**src/hw/rtl/assert_macros.svh**
```systemverilog
// ----------------------------------------------------------------------------
// assert_macros
// concurrent assertion helpers, left empty when SYNTH is defined
// ----------------------------------------------------------------------------
`ifndef ASSERT_MACROS_SVH
`define ASSERT_MACROS_SVH
`ifndef SYNTH
// property must hold at every clock edge outside reset
`define ASSERT_CHK(label, clk, rst_n, prop, msg) \
  label: assert property (@(posedge clk) disable iff (!rst_n) prop) else $error(msg);
// condition must never be seen outside reset
`define ASSERT_NEVER(label, clk, rst_n, cond, msg) \
  label: assert property (@(posedge clk) disable iff (!rst_n) !(cond)) else $error(msg);
`else
`define ASSERT_CHK(label, clk, rst_n, prop, msg)
`define ASSERT_NEVER(label, clk, rst_n, cond, msg)
`endif
`endif

```
**src/hw/rtl/pisuc_ram.sv**
```systemverilog
// ----------------------------------------------------------------------------
// pisuc_ram
// simple dual-port ram, one write and one registered read per cycle
// ----------------------------------------------------------------------------
`default_nettype none

module pisuc_ram #(
  parameter int WIDTH = 32,
  parameter int DEPTH = 64,
  parameter int AW    = (DEPTH > 1) ? $clog2(DEPTH) : 1
) (
  input  wire logic             clk_i,
  input  wire logic             we_i,
  input  wire logic [AW-1:0]    waddr_i,
  input  wire logic [WIDTH-1:0] wdata_i,
  input  wire logic             re_i,
  input  wire logic [AW-1:0]    raddr_i,
  output logic      [WIDTH-1:0] rdata_o
);

  logic [WIDTH-1:0] mem_q [DEPTH];

  always_ff @(posedge clk_i) begin
    if (we_i) begin
      mem_q[waddr_i] <= wdata_i;
    end
    if (re_i) begin
      rdata_o <= mem_q[raddr_i];
    end
  end

endmodule

`default_nettype wire

```
**config.mk**
```make
export PLATFORM = sky130hd
export DESIGN_NAME = pisuc_ram
export DESIGN_NICKNAME = d
export VERILOG_FILES = /design/src/hw/rtl/assert_macros.svh /design/src/hw/rtl/pisuc_ram.sv
export SDC_FILE = /design/constraint.sdc
export NUM_CORES = 2
export LEC_CHECK = 0
export ABC_CLOCK_PERIOD_IN_PS = 4630
export BUFFER_PORTS_ARGS = -buffer_cell sky130_fd_sc_hd__buf_2
export CAP_MARGIN = 30
export CORE_ASPECT_RATIO = 0.75
export CORE_MARGIN = 5
export CORE_UTILIZATION = 44
export DETAILED_ROUTE_END_ITERATION = 8
export PLACE_DENSITY_LB_ADDON = 0.3
export RECOVER_POWER = 50
export SLEW_MARGIN = 20
export SYNTH_ARGS = -nofsm -noshare
export SYNTH_HDL_FRONTEND = slang
export SYNTH_SLANG_ARGS = --single-unit
export TNS_END_PERCENT = 10
```
**constraint.sdc**
```tcl
create_clock -name clk_i -period 4.63 [get_ports clk_i]
set_clock_uncertainty 0.05 [all_clocks]
set_input_delay 0.6945 -clock clk_i [delete_from_list [all_inputs] [get_ports clk_i]]
set_output_delay 0.6945 -clock clk_i [all_outputs]
set_load 0.03 [all_outputs]
```
After elaboration in Yosys (flattened, before gate mapping):

Memory sizes are Yosys's and may differ from the RTL's. A register that Yosys moved wholly into a read port is not among the register bits.
Cells that the tools add are included.

* multiplexer cells: 2

Operators by type and width (count)
* 2-to-1 mux 1 bit: 2

* flip-flop bits (word level): 0
* logic and storage cells: 3
* output and inout port bits: 32
* bits of input ports: 47
* memories: 1
* memory bits (writable): 2048

Memories
* mem_q: depth 64, width 32, rd ports 1, clocked after Yosys merged registers in 1, wr ports 1, RTL line pisuc_ram.sv:21 `logic [WIDTH-1:0] mem_q [DEPTH];`

Logic depth before layout (Yosys ltp):

* depth in word-level cells: 2
* depth in mapped cells: 10
* depth with buffers taken out: 5

Worst setup path before layout:

Ideal clock, no wire load.

* path type: input-to-reg
* from: input port waddr_i[3]
* to: memory mem_q[48][0], enable pin
* path buffers: 1
* slack: 0.726 ns
* setup time: 0.461 ns
* arrival time: 3.393 ns
* cell stages on the path: 4
* required time: 4.119 ns
* cells stage by stage: clkbuf_1 -> nor2b_1 -> nand4b_1 -> nor3_1

RTL lines
* start, declared: RTL line pisuc_ram.sv:14 `input wire logic [AW-1:0] waddr_i,`
* end, declared: RTL line pisuc_ram.sv:21

No word-level cell before the write port.

Final worst setup path:

* from: input port re_i
* to: register rdata_o[23] (read register of mem_q), enable pin

RTL lines
* start, declared: RTL line pisuc_ram.sv:16 `input wire logic re_i,`
* end, declared: RTL line pisuc_ram.sv:18 `output logic [WIDTH-1:0] rdata_o`

No word-level cell between the ends.

==> metrics <==
post-synthesis cell count 3,324; library cells used by synthesis 33; number of register bits inferred by synthesis 2,080; total power divided by cell area 427 nW/um2; placeable core region 178,000 um2; layout filler cell count 13,900; min Tclk post-route 3590 ps; origin of the worst setup path re_i; portion of total power attributed to the clock network 0.397; total CTS buffers 189; global routing usage summed across all routing layers 0.225; CTS Sinks 2,080; number of pins with negative max-slew slack in the final report 1,844; detailed placement HPWL 123,000 um; failing checks capacitance limit, slew limit; startpoint-to-endpoint class of the critical path in2reg; floorplan die height 377 um; family with the most delay on the worst path buffers and inverters; share of cells above drive strength 1 0.296; net count reported at finish 3,675; total met2 wirelength after detailed routing 94,600 um; starting density of the core 0.443; gr ovfl total 0; peak ir drop on the vdd network 326 uV; sequential area share after synthesis 0.792; cell with the most instances after synthesis sky130_fd_sc_hd__edfxtp_1; via count 38,000; met3 wire length 24,400 um; crit-path max cell delay 1590 ps; proportion of power drawn by combinational gates 0.054; number of antenna violations at the first check in global routing 23; crit end category register; cts-stage hold buffer count 0; fraction of post-synthesis cell area in the top cell type by area 0.792; share of total power in sequential cells 0.549; Post-synth ARST share 0; placed cell count 5,816; num ports 79; most frequent cells after synthesis 2,080 x sky130_fd_sc_hd__edfxtp_1, 544 x sky130_fd_sc_hd__mux4_2, 137 x sky130_fd_sc_hd__nor2_1; slew at the pin closest to its max-slew limit 3490 ps; type of the tightest min-delay check in2reg; startpoint of the worst hold path wdata_i[24]; P_int 30.0 mW; crit share post-route 0.775; PortBufs 78; cell area after synthesis 78,800 um2; CP max-delay cell sky130_fd_sc_hd__clkbuf_1; data required time of the worst path 4970 ps; final setup violating endpoints 0; vias per cell 6.16; synthesis warning total 0; width of the chip 499 um; drt initial violations 5,261; net switching power 8.30 mW; max_cap viols 40; most frequent cell on the critical path sky130_fd_sc_hd__clkbuf_1; cell taking the most area after synthesis sky130_fd_sc_hd__edfxtp_1; area overhead of the layout relative to synthesis 13.8%; aggregate negative setup slack 0 ps; buffer cell driving the clock tree root sky130_fd_sc_hd__clkbuf_16; largest net degree at the start of global routing 74; antenna-violating nets left 0; wire length per cell after detailed routing 34.3 um; sum of buffers and inverters on the critical path 2; number of core rows 134; final-report hold violation count 0; slew margin rel. -1.33; DRC 0; final core occ 0.504; leakage power of the design 27.7 nW; clock latency on the worst-skew pair 840 ps; via count of the first global-routing pass 37,500; launch point of the worst reg-to-reg path mem_q[62][5]; number of gates resized after CTS 0; clk slew on worst S/H paths 60 ps; switching part of the total power 0.217; H-tree Lvls 4; cell chain of the critical path clkbuf_1, clkbuf_1; final weighted congestion of routability-driven global placement 0.821; met1 WL 86,500 um; Max Clock Freq 279 MHz; startpoint type of the worst setup path input port; maximum clock insertion buffer count 3; TritonCTS clock tree yes; area of the die 188,000 um2; global-route wire length before repair 296,000 um; RSZ-0062 raised after global routing false; peak fanout along the critical path 18; Detailed Route WL 212,000 um; post-route non-filler standard cell count 6,167; buffer count from post-CTS setup fixing 0; Worst Path Arrival 3930 ps; top layer reached by signal wires met5; run status finished, violations left; top cells by area in the synthesized netlist sky130_fd_sc_hd__edfxtp_1 79%, sky130_fd_sc_hd__mux4_2 16%, sky130_fd_sc_hd__mux2i_1 1.2%; ys flop type sky130_fd_sc_hd__edfxtp_1; number of flops mapped to enable cells by yosys 2,080; Synth Net Count 3,371; count of TritonRoute iterations in the first routing pass 5; mean post-synth cell area 23.7 um2
[final cells by class]
type / instances / area [um2] / share of cell area
clock inverters: 117 / 957 / 0.0107
multi-input cells: 1062 / 15900 / 0.178
well taps: 2380 / 2980 / 0.0332
repair buffers: 295 / 2370 / 0.0264
diodes: 9 / 22.5 / 0.000251
clock buffers: 224 / 4950 / 0.0552
flip-flops and latches: 2080 / 62500 / 0.696
[path summary, 6_finish.rpt]
path,endpoint,slack [ps],cells past startpoint
max reg2reg,rdata_o[5],2130,4
max,rdata_o[23],1040,2
min reg2reg,rdata_o[4],770,4
min,mem_q[10][24],480,1
[cell families after synthesis]
group,synth area share
AND/OR/NAND/NOR,0.0126
multiplexers,0.167
flip-flops,0.792
buffers and inverters,0.0112
AO/OA/AOI/OAI,0.0167
[flip-flops by register name, indices dropped and copies added, names as in the netlist]
name and flops:
rdata_o 32, mem_q 2048
[cell usage in the layout (no fill, tap or decap), types with 15 or more instances in the layout]
cell type                   instances
sky130_fd_sc_hd__edfxtp_1        2080
sky130_fd_sc_hd__mux4_2           544
sky130_fd_sc_hd__clkbuf_16        193
sky130_fd_sc_hd__buf_4            147
sky130_fd_sc_hd__mux2i_1           93
sky130_fd_sc_hd__clkbuf_1          87
sky130_fd_sc_hd__o22ai_1           84
sky130_fd_sc_hd__nor2_1            78
sky130_fd_sc_hd__a21oi_1           62
sky130_fd_sc_hd__nor2_4            59
sky130_fd_sc_hd__buf_2             51
sky130_fd_sc_hd__clkinv_2          44
sky130_fd_sc_hd__clkinv_1          41
sky130_fd_sc_hd__buf_12            37
sky130_fd_sc_hd__o221ai_1          27
sky130_fd_sc_hd__nand2_1           26
sky130_fd_sc_hd__nor2b_1           15
[through the flow]
step                      instance area (um2)  setup slack, ps  hold WS [ps]  power (mW)
after global placement                  83800              379           759        23.4
after global routing                    89700             1120           489        39.4
after detailed placement                84000              495           803        23.5
final                                   89700             1040           483        38.3
after floorplan                         78800              726           700        22.4
after CTS                               89900             1390           201        38.5
[metal layers]
metal,vias to the layer above,GRT usage
met2,2191,0.331
met1,20500,0.333
met3,358,0.0591
met5,-,0
met4,8,0.0650
li1,14900,-
[power by group through the flow]
stage               registers, mW  logic [mW]  clock network [mW]
floorplan                    21.4        1.01                   0
global placement             21.4        2.05                   0
detailed placement           21.4        2.09                   0
CTS                          21.0        2.09                15.4
global route                 21.0        2.16                16.2
finish                       21.0        2.06                15.2
(Power assumes the default switching activity.)
